$ cat src/hdl/u2a_pkg.sv
// ----------------------------------------------------------------------------
// u2a_pkg - shared constants for the unsigned-to-ASCII digit converter
// Field widths, ASCII offset and radix limits used by the RTL and checker.
// ----------------------------------------------------------------------------
package u2a_pkg;

	// payload field widths
	localparam int DIGIT_W = 4;   // one stored remainder
	localparam int CHAR_W  = 6;   // digit_char
	localparam int COUNT_W = 6;   // digit_count
	localparam int RADIX_W = 4;   // radix register

	// output tdata is digit_char then digit_count, padded to two bytes
	localparam int M_DATA_W = 16;

	// dividend bits consumed per cycle by the shared divide slice
	localparam int STEP_BITS = 8;

	localparam logic [CHAR_W-1:0]  ASCII_ZERO    = 6'd48;
	localparam logic [CHAR_W-1:0]  ASCII_NINE    = 6'd57;
	localparam logic [RADIX_W-1:0] RADIX_MIN     = 4'd2;
	localparam logic [RADIX_W-1:0] DEFAULT_RADIX = 4'd10;

endpackage

$ cat src/hdl/unsigned_to_ascii_digits_top.sv
// ----------------------------------------------------------------------------
// unsigned_to_ascii_digits_top - unsigned integer to ASCII digits
// Divides each value by the configured radix one digit at a time with a
// shared compare/subtract slice, stores the remainders and streams them
// out most significant digit first.
// ----------------------------------------------------------------------------
// Sequence: accept a value, then run the divide slice over the whole dividend
//   once per digit, then send each digit by a read state followed by a show state.
// Throughput: one value at a time; s_tready is high only between runs.
// The divide slice retires 8 dividend bits per cycle; each beat is preceded by a
//   registered read of the digit store.
// Reset: control state cleared, radix set to 10; digit store is not cleared.
// ----------------------------------------------------------------------------
module unsigned_to_ascii_digits_top
	import u2a_pkg::*;
#(
	parameter int VALUE_BITS = 32,
	parameter int MAX_DIGITS = 32
) (
	input  logic clk,
	input  logic arst_n,

	// configuration: radix
	input  logic                cfg_we,
	input  logic [RADIX_W-1:0]  cfg_wdata,

	// input stream
	input  logic                                  s_tvalid,
	output logic                                  s_tready,
	input  logic [((VALUE_BITS+7)/8)*8-1:0]       s_tdata,  // value, zero pad

	// output stream
	output logic                  m_tvalid,
	input  logic                  m_tready,
	output logic [M_DATA_W-1:0]   m_tdata,  // digit_char[5:0], digit_count[11:6], zero pad
	output logic                  m_tlast   // last_digit
);

	localparam int DATA_W = ((VALUE_BITS + STEP_BITS - 1) / STEP_BITS) * STEP_BITS;
	localparam int NSTEP  = DATA_W / STEP_BITS;
	localparam int SW     = (NSTEP > 1) ? $clog2(NSTEP) : 1;
	localparam int IW     = $clog2(MAX_DIGITS);
	localparam int CW     = $clog2(MAX_DIGITS + 1);

	localparam logic [1:0] ST_IDLE = 2'd0;
	localparam logic [1:0] ST_DIV  = 2'd1;
	localparam logic [1:0] ST_RD   = 2'd2;
	localparam logic [1:0] ST_SHOW = 2'd3;

	logic [1:0]         state_q;
	logic [RADIX_W-1:0] radix_q;
	logic [DATA_W-1:0]  quot_q;
	logic [DIGIT_W-1:0] rem_q;
	logic [SW-1:0]      step_q;
	logic [CW-1:0]      cnt_q;
	logic [IW-1:0]      rd_idx_q;
	logic [DIGIT_W-1:0] rd_data_q;

	logic [DIGIT_W-1:0] digit_mem [MAX_DIGITS];

	logic [RADIX_W-1:0] base;
	logic [DATA_W-1:0]  new_quot;
	logic [DIGIT_W-1:0] new_rem;
	logic               last_step;
	logic               digit_done;
	logic               run_end;
	logic [CHAR_W-1:0]  char_code;

	// clamp the radix register to 2..10
	always_comb begin
		if (radix_q < RADIX_MIN) begin
			base = RADIX_MIN;
		end else if (radix_q > DEFAULT_RADIX) begin
			base = DEFAULT_RADIX;
		end else begin
			base = radix_q;
		end
	end

	// shared divide slice: STEP_BITS restoring steps on a narrow remainder
	always_comb begin
		logic [DIGIT_W:0]      r;
		logic [STEP_BITS-1:0]  qbits;
		logic [STEP_BITS-1:0]  top;
		r     = {1'b0, rem_q};
		qbits = '0;
		top   = quot_q[DATA_W-1 -: STEP_BITS];
		for (int i = 0; i < STEP_BITS; i++) begin
			r = {r[DIGIT_W-1:0], top[STEP_BITS-1-i]};
			if (r >= {1'b0, base}) begin
				r = r - {1'b0, base};
				qbits[STEP_BITS-1-i] = 1'b1;
			end
		end
		new_rem  = r[DIGIT_W-1:0];
		new_quot = (quot_q << STEP_BITS) | DATA_W'(qbits);
	end

	assign last_step  = (step_q == SW'(NSTEP - 1));
	assign digit_done = (state_q == ST_DIV) && last_step;
	assign run_end    = (new_quot == '0) || (cnt_q + CW'(1) == CW'(MAX_DIGITS));

	// radix register
	always_ff @(posedge clk or negedge arst_n) begin
		if (!arst_n) begin
			radix_q <= DEFAULT_RADIX;
		end else if (cfg_we) begin
			radix_q <= cfg_wdata;
		end
	end

	// sequencer
	always_ff @(posedge clk or negedge arst_n) begin
		if (!arst_n) begin
			state_q  <= ST_IDLE;
			step_q   <= '0;
			cnt_q    <= '0;
			rd_idx_q <= '0;
		end else begin
			case (state_q)
				ST_IDLE: begin
					if (s_tvalid) begin
						step_q  <= '0;
						cnt_q   <= '0;
						state_q <= ST_DIV;
					end
				end
				ST_DIV: begin
					if (last_step) begin
						step_q <= '0;
						cnt_q  <= cnt_q + CW'(1);
						if (run_end) begin
							rd_idx_q <= cnt_q[IW-1:0];
							state_q  <= ST_RD;
						end
					end else begin
						step_q <= step_q + SW'(1);
					end
				end
				ST_RD: begin
					state_q <= ST_SHOW;
				end
				ST_SHOW: begin
					if (m_tready) begin
						if (rd_idx_q == '0) begin
							state_q <= ST_IDLE;
						end else begin
							rd_idx_q <= rd_idx_q - IW'(1);
							state_q  <= ST_RD;
						end
					end
				end
				default: begin
					state_q <= ST_IDLE;
				end
			endcase
		end
	end

	// dividend / quotient and partial remainder
	always_ff @(posedge clk) begin
		if (s_tvalid && s_tready) begin
			quot_q <= DATA_W'(s_tdata[VALUE_BITS-1:0]);
			rem_q  <= '0;
		end else if (state_q == ST_DIV) begin
			quot_q <= new_quot;
			rem_q  <= last_step ? '0 : new_rem;
		end
	end

	// digit store: one write port, one registered read port
	always_ff @(posedge clk) begin
		if (digit_done) begin
			digit_mem[cnt_q[IW-1:0]] <= new_rem;
		end
		if (state_q == ST_RD) begin
			rd_data_q <= digit_mem[rd_idx_q];
		end
	end

	// stream ports
	assign char_code = ASCII_ZERO + CHAR_W'(rd_data_q);
	assign s_tready  = (state_q == ST_IDLE);
	assign m_tvalid  = (state_q == ST_SHOW);
	assign m_tdata   = M_DATA_W'({COUNT_W'(cnt_q), char_code});
	assign m_tlast   = (rd_idx_q == '0);

endmodule

$ cat config.mk
export PLATFORM = sky130hd
export DESIGN_NAME = unsigned_to_ascii_digits_top
export DESIGN_NICKNAME = d
export VERILOG_FILES = /design/src/hdl/u2a_pkg.sv /design/src/hdl/unsigned_to_ascii_digits_top.sv
export SDC_FILE = /design/constraint.sdc
export NUM_CORES = 1
export LEC_CHECK = 0
export ABC_CLOCK_PERIOD_IN_PS = 29800
export BUFFER_PORTS_ARGS = -buffer_cell sky130_fd_sc_hd__buf_2
export CORE_MARGIN = 2
export CORE_UTILIZATION = 25
export DETAILED_ROUTE_END_ITERATION = 10
export GPL_TIMING_DRIVEN = 0
export SKIP_CTS_REPAIR_TIMING = 1
export SYNTH_ARGS = -nofsm -noshare
export SYNTH_HDL_FRONTEND = slang
export SYNTH_SLANG_ARGS = --single-unit
$ cat constraint.sdc
create_clock -name clk -period 29.8 [get_ports clk]
set_input_delay 7.45 -clock clk [delete_from_list [all_inputs] [get_ports clk]]
set_output_delay 7.45 -clock clk [all_outputs]
set_load 0.01 [all_outputs]
======== Word-level counts from Yosys, hierarchy flattened ========
Memories as Yosys holds them, arrays and structs flattened. A register that Yosys moved wholly into a read port is not among the register bits.
Index checks and enable logic that the tools add are counted.
word-level totals
  input bits .............................. 41
  memories ................................ 1
  register bits ........................... 55
  bits in writable memories ............... 128
memories
  name       words  bits a word  read ports  clocked after memory_dff  wr ports  line                                text
  digit_mem  32     4            1           1                         1         unsigned_to_ascii_digits_top.sv:59  logic [DIGIT_W-1:0] digit_mem [MAX_DIGITS];
cells by class
  add/sub/neg operators ................... 12
  bitwise gates (word level) .............. 1
  equal/unequal tests ..................... 10
  mux-type cells .......................... 40
  reductions and logical operators ........ 13
  $lt $le $gt $ge ......................... 10
operators by type and width
  cell                                                                          number
  32-bit 2-to-1 mux                                                             2
  4-bit 2-to-1 mux                                                              11
  5-bit by 4-bit greater-or-equal comparator with 1-bit output                  8
  32-bit logical NOT                                                            1
  32-bit by 8-bit bitwise OR with 32-bit output                                 1
  4-bit subtractor                                                              8
  5-bit 2-to-1 mux                                                              4
  2-bit 2-to-1 mux                                                              7
  6-bit 2-to-1 mux                                                              2
  6-bit case mux with 2 select lines                                            1
  1-bit 2-to-1 mux                                                              10
  5-bit case mux with 2 select lines                                            1
  2-bit inequality test, second input constant                                  4
  2-bit case mux with 4 select lines                                            1
  5-bit by 5-bit adder with 6-bit output, first input constant                  1
  6-bit by 1-bit adder with 6-bit output, second input constant                 1
  2-bit equality test, second input constant                                    3
  6-bit equality test, second input constant                                    1
  2-bit nonzero test                                                            3
  5-bit logical NOT                                                             1
  5-bit AND reduction                                                           1
  5-bit by 1-bit subtractor with 5-bit output, second input constant            1
  4-bit greater-than comparator, second input constant                          1
  4-bit by 2-bit less-than comparator with 1-bit output, second input constant  1
  other kinds (10)                                                              11

======== Depth between registers and ports, before layout ========
Gate-level depths: netlist (run 1).
  word-level depth ........................ 25
  gate-level depth with buffers ........... 66
  mapped depth without buffers ............ 63

======== Least setup slack after synthesis (run 1) ========
Ideal clock, no wire load.
  path kind ............................... flip-flop to flip-flop
  start point ............................. register radix_q[3]
  end point ............................... memory digit_mem[0][3], data pin
  arrival ................................. 13.768 ns
  required time ........................... 29.346 ns
  clock period less this slack ............ 14.222 ns
  stages on the path, launching flop included .. 58
  buffers on the path ..................... 3
  slack ................................... 15.578 ns
  cell sequence ........................... dfstp_2 xor2_1 nor2b_1 ha_1 nor4_4 o21a_1 nor3_1 a21o_1 ha_1 a211oi_2 o21a_1 nand3_1 mux2i_1 ha_1 a211oi_1 o21bai_1 or3_4 buf_6 (+22 left out) and3_1 nor2_1 ha_1 a21o_1 a21o_1 a21oi_1 o21ai_0 a31oi_1 o2111ai_1 o21a_2 mux2i_1 ha_1 o21ai_0 nand2b_1 a21o_1 a21oi_1 o311ai_4 o21ai_0
on the way
  longest elaborated chain between the ends .. 19
RTL lines
  element                                                                                           line                                                                    text
  start: declaration                                                                                unsigned_to_ascii_digits_top.sv:51                                      logic [RADIX_W-1:0] radix_q;
  start signal: assignment                                                                          unsigned_to_ascii_digits_top.sv:108                                     radix_q <= cfg_wdata;
  4-bit greater-than comparator                                                                     unsigned_to_ascii_digits_top.sv:73                                      end else if (radix_q > DEFAULT_RADIX) begin
  4-bit 2-to-1 mux                                                                                  unsigned_to_ascii_digits_top.sv:73
  4-bit 2-to-1 mux (*)                                                                              unsigned_to_ascii_digits_top.sv:71                                      if (radix_q < RADIX_MIN) begin
  4-bit subtractor or 5-bit by 4-bit greater-or-equal comparator with 1-bit output (tied branches)  unsigned_to_ascii_digits_top.sv:91, unsigned_to_ascii_digits_top.sv:90
  4-bit 2-to-1 mux                                                                                  unsigned_to_ascii_digits_top.sv:90                                      if (r >= {1'b0, base}) begin
  4-bit subtractor or 5-bit by 4-bit greater-or-equal comparator with 1-bit output (tied branches)  unsigned_to_ascii_digits_top.sv:91, unsigned_to_ascii_digits_top.sv:90
  4-bit 2-to-1 mux                                                                                  unsigned_to_ascii_digits_top.sv:90
  4-bit subtractor or 5-bit by 4-bit greater-or-equal comparator with 1-bit output (tied branches)  unsigned_to_ascii_digits_top.sv:91, unsigned_to_ascii_digits_top.sv:90
  (+4 left out)                                                                                     --
  4-bit 2-to-1 mux                                                                                  unsigned_to_ascii_digits_top.sv:90
  4-bit subtractor or 5-bit by 4-bit greater-or-equal comparator with 1-bit output (tied branches)  unsigned_to_ascii_digits_top.sv:91, unsigned_to_ascii_digits_top.sv:90
  4-bit 2-to-1 mux                                                                                  unsigned_to_ascii_digits_top.sv:90
  4-bit subtractor or 5-bit by 4-bit greater-or-equal comparator with 1-bit output (tied branches)  unsigned_to_ascii_digits_top.sv:91, unsigned_to_ascii_digits_top.sv:90
  4-bit 2-to-1 mux                                                                                  unsigned_to_ascii_digits_top.sv:90
  4-bit subtractor or 5-bit by 4-bit greater-or-equal comparator with 1-bit output (tied branches)  unsigned_to_ascii_digits_top.sv:91, unsigned_to_ascii_digits_top.sv:90
  4-bit 2-to-1 mux (*)                                                                              unsigned_to_ascii_digits_top.sv:90
  via new_rem[3]                                                                                    unsigned_to_ascii_digits_top.sv:63                                      logic [DIGIT_W-1:0] new_rem;
  end: declaration                                                                                  unsigned_to_ascii_digits_top.sv:59
The timed path passes the listed nets; every way through them passes the cells marked *.

======== Final worst setup path (run 1) ========
  start point ............................. register radix_q[3]
  end point ............................... register rd_idx_q[1]
on the way
  longest elaborated chain between the ends .. 24
RTL lines
  element                                                                                           line                                                                    text
  4-bit greater-than comparator                                                                     unsigned_to_ascii_digits_top.sv:73
  4-bit 2-to-1 mux                                                                                  unsigned_to_ascii_digits_top.sv:73
  4-bit 2-to-1 mux (*)                                                                              unsigned_to_ascii_digits_top.sv:71
  4-bit subtractor or 5-bit by 4-bit greater-or-equal comparator with 1-bit output (tied branches)  unsigned_to_ascii_digits_top.sv:91, unsigned_to_ascii_digits_top.sv:90
  4-bit 2-to-1 mux                                                                                  unsigned_to_ascii_digits_top.sv:90
  4-bit subtractor or 5-bit by 4-bit greater-or-equal comparator with 1-bit output (tied branches)  unsigned_to_ascii_digits_top.sv:91, unsigned_to_ascii_digits_top.sv:90
  4-bit 2-to-1 mux                                                                                  unsigned_to_ascii_digits_top.sv:90
  4-bit subtractor or 5-bit by 4-bit greater-or-equal comparator with 1-bit output (tied branches)  unsigned_to_ascii_digits_top.sv:91, unsigned_to_ascii_digits_top.sv:90
  (+8 left out)                                                                                     --
  4-bit 2-to-1 mux                                                                                  unsigned_to_ascii_digits_top.sv:90
  5-bit by 4-bit greater-or-equal comparator with 1-bit output                                      unsigned_to_ascii_digits_top.sv:90
  1-bit 2-to-1 mux                                                                                  unsigned_to_ascii_digits_top.sv:90
  32-bit by 8-bit bitwise OR with 32-bit output (*)                                                 unsigned_to_ascii_digits_top.sv:96                                      new_quot = (quot_q << STEP_BITS) | DATA_W'(qbits);
  32-bit logical NOT (*)                                                                            unsigned_to_ascii_digits_top.sv:101                                     assign run_end = (new_quot == '0) || (cnt_q + CW'(1) == CW'(MAX_DIGITS));
  1-bit logical OR (*)                                                                              unsigned_to_ascii_digits_top.sv:101
  2-bit inequality test (no source line) (*)                                                        --
  5-bit AND reduction (no source line) (*)                                                          --
  end signal: assignment                                                                            unsigned_to_ascii_digits_top.sv:133                                     rd_idx_q <= cnt_q[IW-1:0];
  end signal: assignment                                                                            unsigned_to_ascii_digits_top.sv:148                                     rd_idx_q <= rd_idx_q - IW'(1);
  end: declaration                                                                                  unsigned_to_ascii_digits_top.sv:56                                      logic [IW-1:0] rd_idx_q;
Every way passes the cells marked *; elsewhere a longest branch is shown, timed or not.
A chain may end at the register's enable or synchronous reset.

==> flow_metrics.env, run 1 <==
export IMPL_outcome="completed"
export IMPL_final_area_um2=11500
export IMPL_setup_slack_ns=13.00
export IMPL_hp_class="reg2reg"
export IMPL_ys_flop_type="edfxtp_1"
export IMPL_gp_congestion=0.803
export IMPL_clock_sinks=187
export IMPL_dp_hpwl_um=17100
export IMPL_relSlewSlack_pct=15.0
export IMPL_ys_async_sr_fraction_pct=10.2
export IMPL_grt_pass1_wl_um=36700
export IMPL_dpl_cell_area_um2=10900
export IMPL_path_class="reg2reg"
export IMPL_synth_seq_cells=187
export IMPL_min_to="step_q[1]"
export IMPL_finalNetCount=891
export IMPL_worst_pin_slew_ns=1.27
export IMPL_crit_fanout=10
export IMPL_required_ns=30.17
export IMPL_clock_latency_ns=0.46
export IMPL_final_cells=1342
export IMPL_synth_area_per_cell_um2=13.7
export IMPL_rows=73
export IMPL_synth_warnings=0
export IMPL_cts_tree="done"
export IMPL_place_ws_ns=13.11
export IMPL_fmax_mhz=59.5
export IMPL_track_usage_pct=11.7
export IMPL_fin_crit_sh_pct=56.4
export IMPL_syn_area_um2=9930
export IMPL_route_antenna_remaining_nets=0
export IMPL_period_needed_ns=16.80
export IMPL_routedWlPerCell_um=17.5
export IMPL_setup_violations=0
export IMPL_r2r_slack_ns=13.00
export IMPL_first_global_vias=6358
export IMPL_drc=0
export IMPL_hold_viol_final=0
export IMPL_crit_path_top_delay_cell="a2111oi_0"
export IMPL_syn_to_final_growth_pct=16.2
export IMPL_overflow=0
export IMPL_min_from="step_q[1]"
export IMPL_vias=6314
export IMPL_clockBufferDepth=2
export IMPL_drt_initial_drc_count=514
export IMPL_io_buffers=53
export IMPL_n_fill_cell=4003
export IMPL_endpoint_kind="flip-flop"
export IMPL_start_util_pct=25.2
export IMPL_drive_gt1_share_pct=24.8
export IMPL_dr_pass1_iters=7
export IMPL_worst_setup_path_start_kind="flip-flop"
export IMPL_die_h_um=203
export IMPL_viasPerCell=4.70
export IMPL_cts_root_buf="clkbuf_16"
export IMPL_die_area_um2=41300
export IMPL_finalClockSkew_ns=0.0208
export IMPL_critPathMaxStageDelay_ns=0.75
export IMPL_r2r_start="radix_q[3]"
export IMPL_core_area_um2=39500
export IMPL_drv_cap=0
export IMPL_synth_cell_types=78
export IMPL_synth_edf_count=164
export IMPL_crit_arrival_ns=17.17
export IMPL_htree_num_levels=4
export IMPL_grt_start_max_net_pins=34
export IMPL_chipWidth_um=203
export IMPL_syn_inst=726
export IMPL_rr_worst_depth=61
export IMPL_crit_top_cell="ha_1"
export IMPL_rsz0062_at_grt="no"
export IMPL_io_pins=60
export IMPL_dp_cells=1309
export IMPL_finalWirelength_um=23500
export IMPL_path_clk_slew_ns=0.08
export IMPL_antenna_found_initial=3
export IMPL_r2r_end="rd_idx_q[1]"
export IMPL_slew_viol_final=0
export IMPL_fin_setup_tns_ns=0
export IMPL_seq_area_frac_synth_pct=55.2
export IMPL_cts_made_buffers=17
export IMPL_whs_path_depth=1
final cells by class:
cell class                 count  area, um2  share of cell area [%]
antenna                        1       2.50                  0.0217
buffer                        31        149                    1.29
clock buffer                  17        425                    3.69
clock inverter                15        213                    1.84
inverter                      33        124                    1.07
multi-input combinational    479       4210                    36.5
sequential                   187       5480                    47.5
tap                          525        657                    5.69
timing repair buffer          54        280                    2.43
how the worst max path moves through the flow:
stage                           from                to  slack [ns]  depth (start not counted)
after detailed placement  radix_q[3]       rd_idx_q[1]       13.11                         61
after global placement    radix_q[3]  digit_mem[16][3]       11.15                         57
final                     radix_q[3]       rd_idx_q[1]       13.00                         61
after global routing      radix_q[3]       rd_idx_q[1]       11.73                         62
after CTS                 radix_q[3]       rd_idx_q[1]       12.98                         61
after floorplan           radix_q[3]   digit_mem[0][3]       15.58                         57
routing by layer:
metal  track usage [%]  share of wire, %  wire length, um
met1              15.7                46            10800
met2              18.9                47            11100
met3              3.02               5.6             1320
met4              2.61              0.86              201
met5                 0             0.047               11
layout by cell type (no fill, tap or decap), drive strengths merged, types with 3 or more instances in the layout:
master / synthesis / layout
a211oi: 5 / 5
a21o: 10 / 10
a21oi: 19 / 19
a22o: 7 / 7
a31oi: 8 / 8
and2: 4 / 4
and3: 9 / 9
buf: 14 / 68
clkbuf: 17 / 34
clkinv: 0 / 4
conb: 2 / 6
dfrtp: 17 / 17
dfxtp: 4 / 4
edfxtp: 164 / 164
fa: 8 / 8
ha: 39 / 39
inv: 33 / 43
mux2: 40 / 40
mux2i: 9 / 9
mux4: 40 / 40
nand2: 44 / 44
nand2b: 8 / 8
nand3: 14 / 14
nand3b: 4 / 4
nor2: 56 / 56
nor2b: 12 / 12
nor3: 8 / 8
nor4: 8 / 8
o211ai: 4 / 4
o21a: 8 / 8
o21ai: 36 / 36
o31ai: 8 / 8
or2: 4 / 4
or3: 8 / 8
or3b: 3 / 3
xnor2: 6 / 6
xor2: 11 / 11
critical path, delay by kind of cell, from the launching register on:
kind,cells,cell delay (ns)
AOI/OAI and AO/OA,25,6.51
muxes,6,2.18
adders and majority gates,8,2.61
buffers and inverters,6,1.19
DFF,1,0.39
and+or+nand+nor,16,3.84
synthesized netlist by cell type (9+ instances only):
cell,instances,share of area [%]
edfxtp_1,164,50
nor2_1,56,2.1
nand2_1,43,1.6
mux4_2,40,9.1
ha_1,39,4.9
mux2_2,38,4.3
inv_1,33,1.2
o21ai_0,33,1.7
a21oi_1,19,0.96
clkbuf_1,17,0.64
dfrtp_1,17,4.3
nand3_1,14,0.71
nor2b_1,12,0.76
xor2_1,11,0.97
a21o_1,10,0.76
and3_1,9,0.57
cell families (layout without fill, tap and decap cells):
logic type,after synthesis,in the layout,share of synthesized area [%]
and+or+nand+nor,188,188,9.52
DFF,187,187,55.2
AOI/OAI and AO/OA,132,132,9.78
muxes,89,89,14.6
buffers and inverters,64,150,2.75
adders and majority gates,47,47,6.53
xor gates and xnor gates,17,17,1.50
other,2,7,0.0756
flip-flops by register name, summed over array words and instances (netlist names):
signal and count:
state_q 2, step_q 2, radix_q 4, quot_q 32, digit_mem 128, rd_idx_q 5, cnt_q 6, rem_q 4
rd_data_q 4
stage by stage:
step | util [%] | hold slack [ns]
4_1_cts | 29.2 | 0.525
3_5_place_dp | 27.6 | 0.500
5_1_grt | 29.2 | 0.552
6_report | 29.2 | 0.523
3_3_place_gp | 27.5 | 0.488
2_1_floorplan | - | 0.464
Power of run 1 is not shown: default switching activity piles up to over one toggle a cycle in this logic, so the estimate is an artifact.
==> inputs of run 2 (changes only) <==
--- a/config.mk
+++ b/config.mk
@@ -5,7 +5,7 @@
 export SDC_FILE = /design/constraint.sdc
 export NUM_CORES = 1
 export LEC_CHECK = 0
-export ABC_CLOCK_PERIOD_IN_PS = 29800
+export ABC_CLOCK_PERIOD_IN_PS = 14650
 export BUFFER_PORTS_ARGS = -buffer_cell sky130_fd_sc_hd__buf_2
 export CORE_MARGIN = 2
 export CORE_UTILIZATION = 25
==> constraint.sdc (replaced) <==
create_clock -name clk -period 14.65 [get_ports clk]
set_input_delay 3.6625 -clock clk [delete_from_list [all_inputs] [get_ports clk]]
set_output_delay 3.6625 -clock clk [all_outputs]
set_load 0.01 [all_outputs]
==> run 2 against run 1 <==
  * Sequential share of layout area down 1.4 points
  * Non-clock buffer count up 16
  * Highest routed layer unchanged
  * Via count up 1.2%
  * Clock skew down 0.0045 ns
  * Count of clock-buffer cells in the layout unchanged
  * Design area up 3.1%
  * Hold slack worse by 0.0060 ns
  * First-iteration DRC count down 4.1%
  * Register-to-register slack worse by 12 ns
  * Critical path type unchanged
==> flow_metrics.env, run 2 (same netlist as run 1, synthesis figures left out) <==
export IMPL_worst_setup_path_start_kind="flip-flop"
export IMPL_period_needed_ns=14.04
export IMPL_grt_pass1_wl_um=36700
export IMPL_clock_latency_ns=0.45
export IMPL_vias=6389
export IMPL_seqCellArea_um2=5480
export IMPL_chipWidth_um=203
export IMPL_crit_fanout=10
export IMPL_gp_congestion=0.803
export IMPL_cts_tree="done"
export IMPL_htree_num_levels=4
export IMPL_viasPerCell=4.70
export IMPL_worst_pin_slew_ns=1.29
export IMPL_final_cell_mix="edfxtp_1 (164), nor2_1 (55), buf_2 (55), nand2_1 (41), mux4_2 (40)"
export IMPL_dp_hpwl_um=17100
export IMPL_endpoint_kind="flip-flop"
export IMPL_crit_path_top_delay_cell="o41a_1"
export IMPL_rows=73
export IMPL_finalClockSkew_ns=0.0164
export IMPL_drv_cap=0
export IMPL_grt_start_max_net_pins=34
export IMPL_cts_root_buf="clkbuf_16"
export IMPL_r2r_end="rd_idx_q[1]"
export IMPL_clock_sinks=187
export IMPL_relSlewSlack_pct=13.7
export IMPL_hold_viol_final=0
export IMPL_crit_top_cell="ha_1"
export IMPL_antenna_found_initial=3
export IMPL_rr_worst_depth=62
export IMPL_clockBufferDepth=2
export IMPL_cp_num_buf_inv=6
export IMPL_dr_pass1_iters=5
export IMPL_critPathMaxStageDelay_ns=0.50
export IMPL_cp_top_family="compound AO/OA/AOI/OAI gates"
export IMPL_syn_to_final_growth_pct=19.8
export IMPL_outcome="completed"
export IMPL_drt_initial_drc_count=493
export IMPL_finalWirelength_um=24200
export IMPL_crit_arrival_ns=14.41
export IMPL_fin_crit_sh_pct=95.8
export IMPL_min_from="step_q[1]"
export IMPL_path_clk_slew_ns=0.08
export IMPL_route_antenna_remaining_nets=0
export IMPL_final_area_um2=11900
export IMPL_whs_path_depth=1
export IMPL_drc=0
export IMPL_final_util_pct=30.2
export IMPL_slew_viol_final=0
export IMPL_die_h_um=203
export IMPL_overflow=0
export IMPL_multi_input_area_um2=4440
export IMPL_min_to="step_q[1]"
export IMPL_dpl_cell_area_um2=10900
export IMPL_first_global_vias=6358
export IMPL_io_pins=60
export IMPL_setup_violations=0
export IMPL_start_util_pct=25.2
export IMPL_die_area_um2=41300
export IMPL_r2r_start="radix_q[2]"
export IMPL_final_common_cell="edfxtp_1"
export IMPL_core_area_um2=39500
export IMPL_n_fill_cell=3985
export IMPL_largest_reg_flops=128
export IMPL_routedWlPerCell_um=17.8
export IMPL_hp_class="reg2reg"
export IMPL_finalNetCount=908
export IMPL_place_ws_ns=-2.04
export IMPL_io_buffers=53
export IMPL_track_usage_pct=11.7
export IMPL_fmax_mhz=71.2
export IMPL_cts_made_buffers=17
export IMPL_required_ns=15.02
export IMPL_setup_slack_ns=0.612
export IMPL_path_class="reg2reg"
export IMPL_drive_gt1_share_pct=29.7
export IMPL_r2r_slack_ns=0.61
-- run 2: cell types whose count changed in the layout (fill, tap and decap cells not counted), moves of 2 or more --
cell	previous run	this run
a21oi_2	0	2
o21ai_1	1	3
a21oi_4	0	2
mux2i_4	1	6
o31ai_4	1	3
mux2i_1	7	4
nand2_1	43	41
buf_4	6	23
a21oi_1	19	15
o21a_1	7	5
o21ai_0	32	28
and3_1	9	7
o21ai_2	3	5
-- run 2: how the worst max path moves through the flow --
stage	from	depth (start not counted)	to
finish	radix_q[2]	62	rd_idx_q[1]
global route	radix_q[2]	64	rd_idx_q[1]
CTS	radix_q[3]	61	rd_idx_q[1]
detailed placement	radix_q[3]	61	rd_idx_q[1]
global placement	radix_q[3]	57	digit_mem[16][3]
floorplan	radix_q[3]	57	digit_mem[0][3]
-- run 2: per-layer routing --
metal,wire [um],vias up,track usage [%]
li1,-,2992,-
met1,11200,3221,15.7
met2,11500,154,18.9
met3,1340,20,3.02
met4,200,2,2.61
met5,16,-,0
-- run 2: area by class of cell --
class | count | share of cell area [%]
diodes | 1 | 0.0210
plain buffers | 30 | 1.22
clock buffers | 17 | 3.58
clock inverters | 15 | 1.79
inverters | 33 | 1.07
multi-input cells | 480 | 37.3
flip-flops and latches | 187 | 46.1
well taps | 525 | 5.52
repair buffers | 71 | 3.43
-- run 2: stage by stage --
step	TNS [ns]	hold slack, ns	cells
floorplan	0	0.464	730
global placement	-377.09	0.488	1308
detailed placement	-231.25	0.500	1309
CTS	-242.82	0.525	1341
global route	-0.0964	0.552	1358
finish	0	0.517	1359
Power of run 2 is left out for the same reason.
==> inputs of run 3 (changes only) <==
--- a/config.mk
+++ b/config.mk
@@ -7,6 +7,7 @@
 export LEC_CHECK = 0
 export ABC_CLOCK_PERIOD_IN_PS = 14650
 export BUFFER_PORTS_ARGS = -buffer_cell sky130_fd_sc_hd__buf_2
+export CORE_ASPECT_RATIO = 0.75
 export CORE_MARGIN = 2
 export CORE_UTILIZATION = 25
 export DETAILED_ROUTE_END_ITERATION = 10
==> run 3 against run 2 <==
  * Global-route usage increased by 0.062 points
  * Register-to-register slack about the same
  * Count of clock-buffer cells in the layout unchanged
  * Flip-flop and latch count unchanged
  * Design area decreased by 0.26%
  * Worst setup slack improved by 0.010 ns
  * First-iteration DRC count increased by 10%
  * Critical endpoint unchanged
==> flow_metrics.env, run 3 (same netlist as run 1, synthesis figures left out) <==
export IMPL_chipWidth_um=234
export IMPL_rows=63
export IMPL_r2r_start="radix_q[2]"
export IMPL_min_from="step_q[0]"
export IMPL_crit_arrival_ns=14.39
export IMPL_clockBufferDepth=2
export IMPL_die_area_um2=41300
export IMPL_finalWirelength_um=24200
export IMPL_cts_root_buf="clkbuf_16"
export IMPL_endpoint_kind="flip-flop"
export IMPL_gp_congestion=0.817
export IMPL_drc=0
export IMPL_path_clk_slew_ns=0.07
export IMPL_setup_violations=0
export IMPL_route_antenna_remaining_nets=0
export IMPL_cp_num_buf_inv=6
export IMPL_viasPerCell=4.77
export IMPL_drt_initial_drc_count=544
export IMPL_crit_path_top_delay_cell="dfrtp_2"
export IMPL_final_cells=1358
export IMPL_worst_setup_path_start_kind="flip-flop"
export IMPL_clock_latency_ns=0.44
export IMPL_hold_viol_final=0
export IMPL_antenna_found_initial=1
export IMPL_period_needed_ns=14.03
export IMPL_required_ns=15.01
export IMPL_overflow=0
export IMPL_met2_usage_pct=15.7
export IMPL_place_ws_ns=-1.88
export IMPL_dr_pass1_iters=5
export IMPL_dp_cells=1304
export IMPL_cts_tree="done"
export IMPL_drv_cap=0
export IMPL_grt_pass1_wl_um=36600
export IMPL_grt_start_max_net_pins=34
export IMPL_htree_num_levels=4
export IMPL_track_usage_pct=11.7
export IMPL_hold_ws_ns=0.511
export IMPL_io_pins=60
export IMPL_n_fill_cell=3860
export IMPL_drive_gt1_share_pct=30.0
export IMPL_final_common_cell="edfxtp_1"
export IMPL_hp_class="reg2reg"
export IMPL_core_area_um2=39300
export IMPL_top_usage_layer="met1"
export IMPL_largest_reg_flops=128
export IMPL_path_class="reg2reg"
export IMPL_critPathLaunch="radix_q[2]"
export IMPL_n_antenna_cell=0
export IMPL_finalClockSkew_ns=0.0119
export IMPL_crit_fanout=10
export IMPL_die_h_um=177
export IMPL_vias=6471
export IMPL_relSlewSlack_pct=19.0
export IMPL_start_util_pct=25.2
export IMPL_crit_top_cell="ha_1"
export IMPL_grt_use_met1_pct=18.7
export IMPL_finalNetCount=913
export IMPL_routedWlPerCell_um=17.9
export IMPL_outcome="completed"
export IMPL_fin_crit_sh_pct=95.8
export IMPL_syn_to_final_growth_pct=19.5
export IMPL_worst_pin_slew_ns=1.21
export IMPL_final_cell_mix="edfxtp_1 (164), nor2_1 (55), buf_2 (55), nand2_1 (41), mux4_2 (40)"
export IMPL_io_buffers=53
export IMPL_critPathMaxStageDelay_ns=0.47
export IMPL_cts_made_buffers=17
export IMPL_slew_viol_final=0
export IMPL_final_util_pct=30.2
export IMPL_fmax_mhz=71.3
export IMPL_clock_sinks=187
export IMPL_grtUsageMet3_pct=2.87
export IMPL_first_global_vias=6147
export IMPL_cp_top_family="compound AO/OA/AOI/OAI gates"
export IMPL_dp_hpwl_um=17300
export IMPL_setup_slack_ns=0.622
## run 3: metrics by stage
stage                     area (um2)  TNS (ns)
after floorplan                 9940         0
after global placement         10900   -374.52
after detailed placement       10900   -205.98
after CTS                      11500   -214.92
after global routing           11900     -1.70
final                          11900         0
## run 3: final cells by class
class	instances	area (um2)	share of cell area (%)
Tap cell	520	651	5.48
Clock inverter	15	156	1.32
Inverter	33	128	1.08
Timing Repair Buffer	76	445	3.75
Sequential cell	187	5480	46.2
Multi-Input combinational cell	480	4430	37.3
Clock buffer	17	425	3.58
Buffer	30	145	1.22
## run 3: worst paths after layout
check | to | slack (ns) | cells past startpoint
worst max-delay path | rd_idx_q[1] | 0.62 | 63
worst min-delay path | step_q[0] | 0.51 | 1
worst max register to register | rd_idx_q[1] | 0.62 | 63
worst min register to register | step_q[0] | 0.51 | 1
max in group asynchronous | radix_q[2] | 11.09 | 1
min in group asynchronous | cnt_q[0] | 3.18 | 1
## run 3: routing by layer
| layer | wire [um] | share of wire [%] | vias up |
|---|---|---|---|
| li1 | - | - | 3001 |
| met1 | 12100 | 50 | 3219 |
| met2 | 10200 | 42 | 227 |
| met3 | 1640 | 6.8 | 22 |
| met4 | 227 | 0.94 | 2 |
| met5 | 13 | 0.054 | - |
Power of run 3 is left out for the same reason.
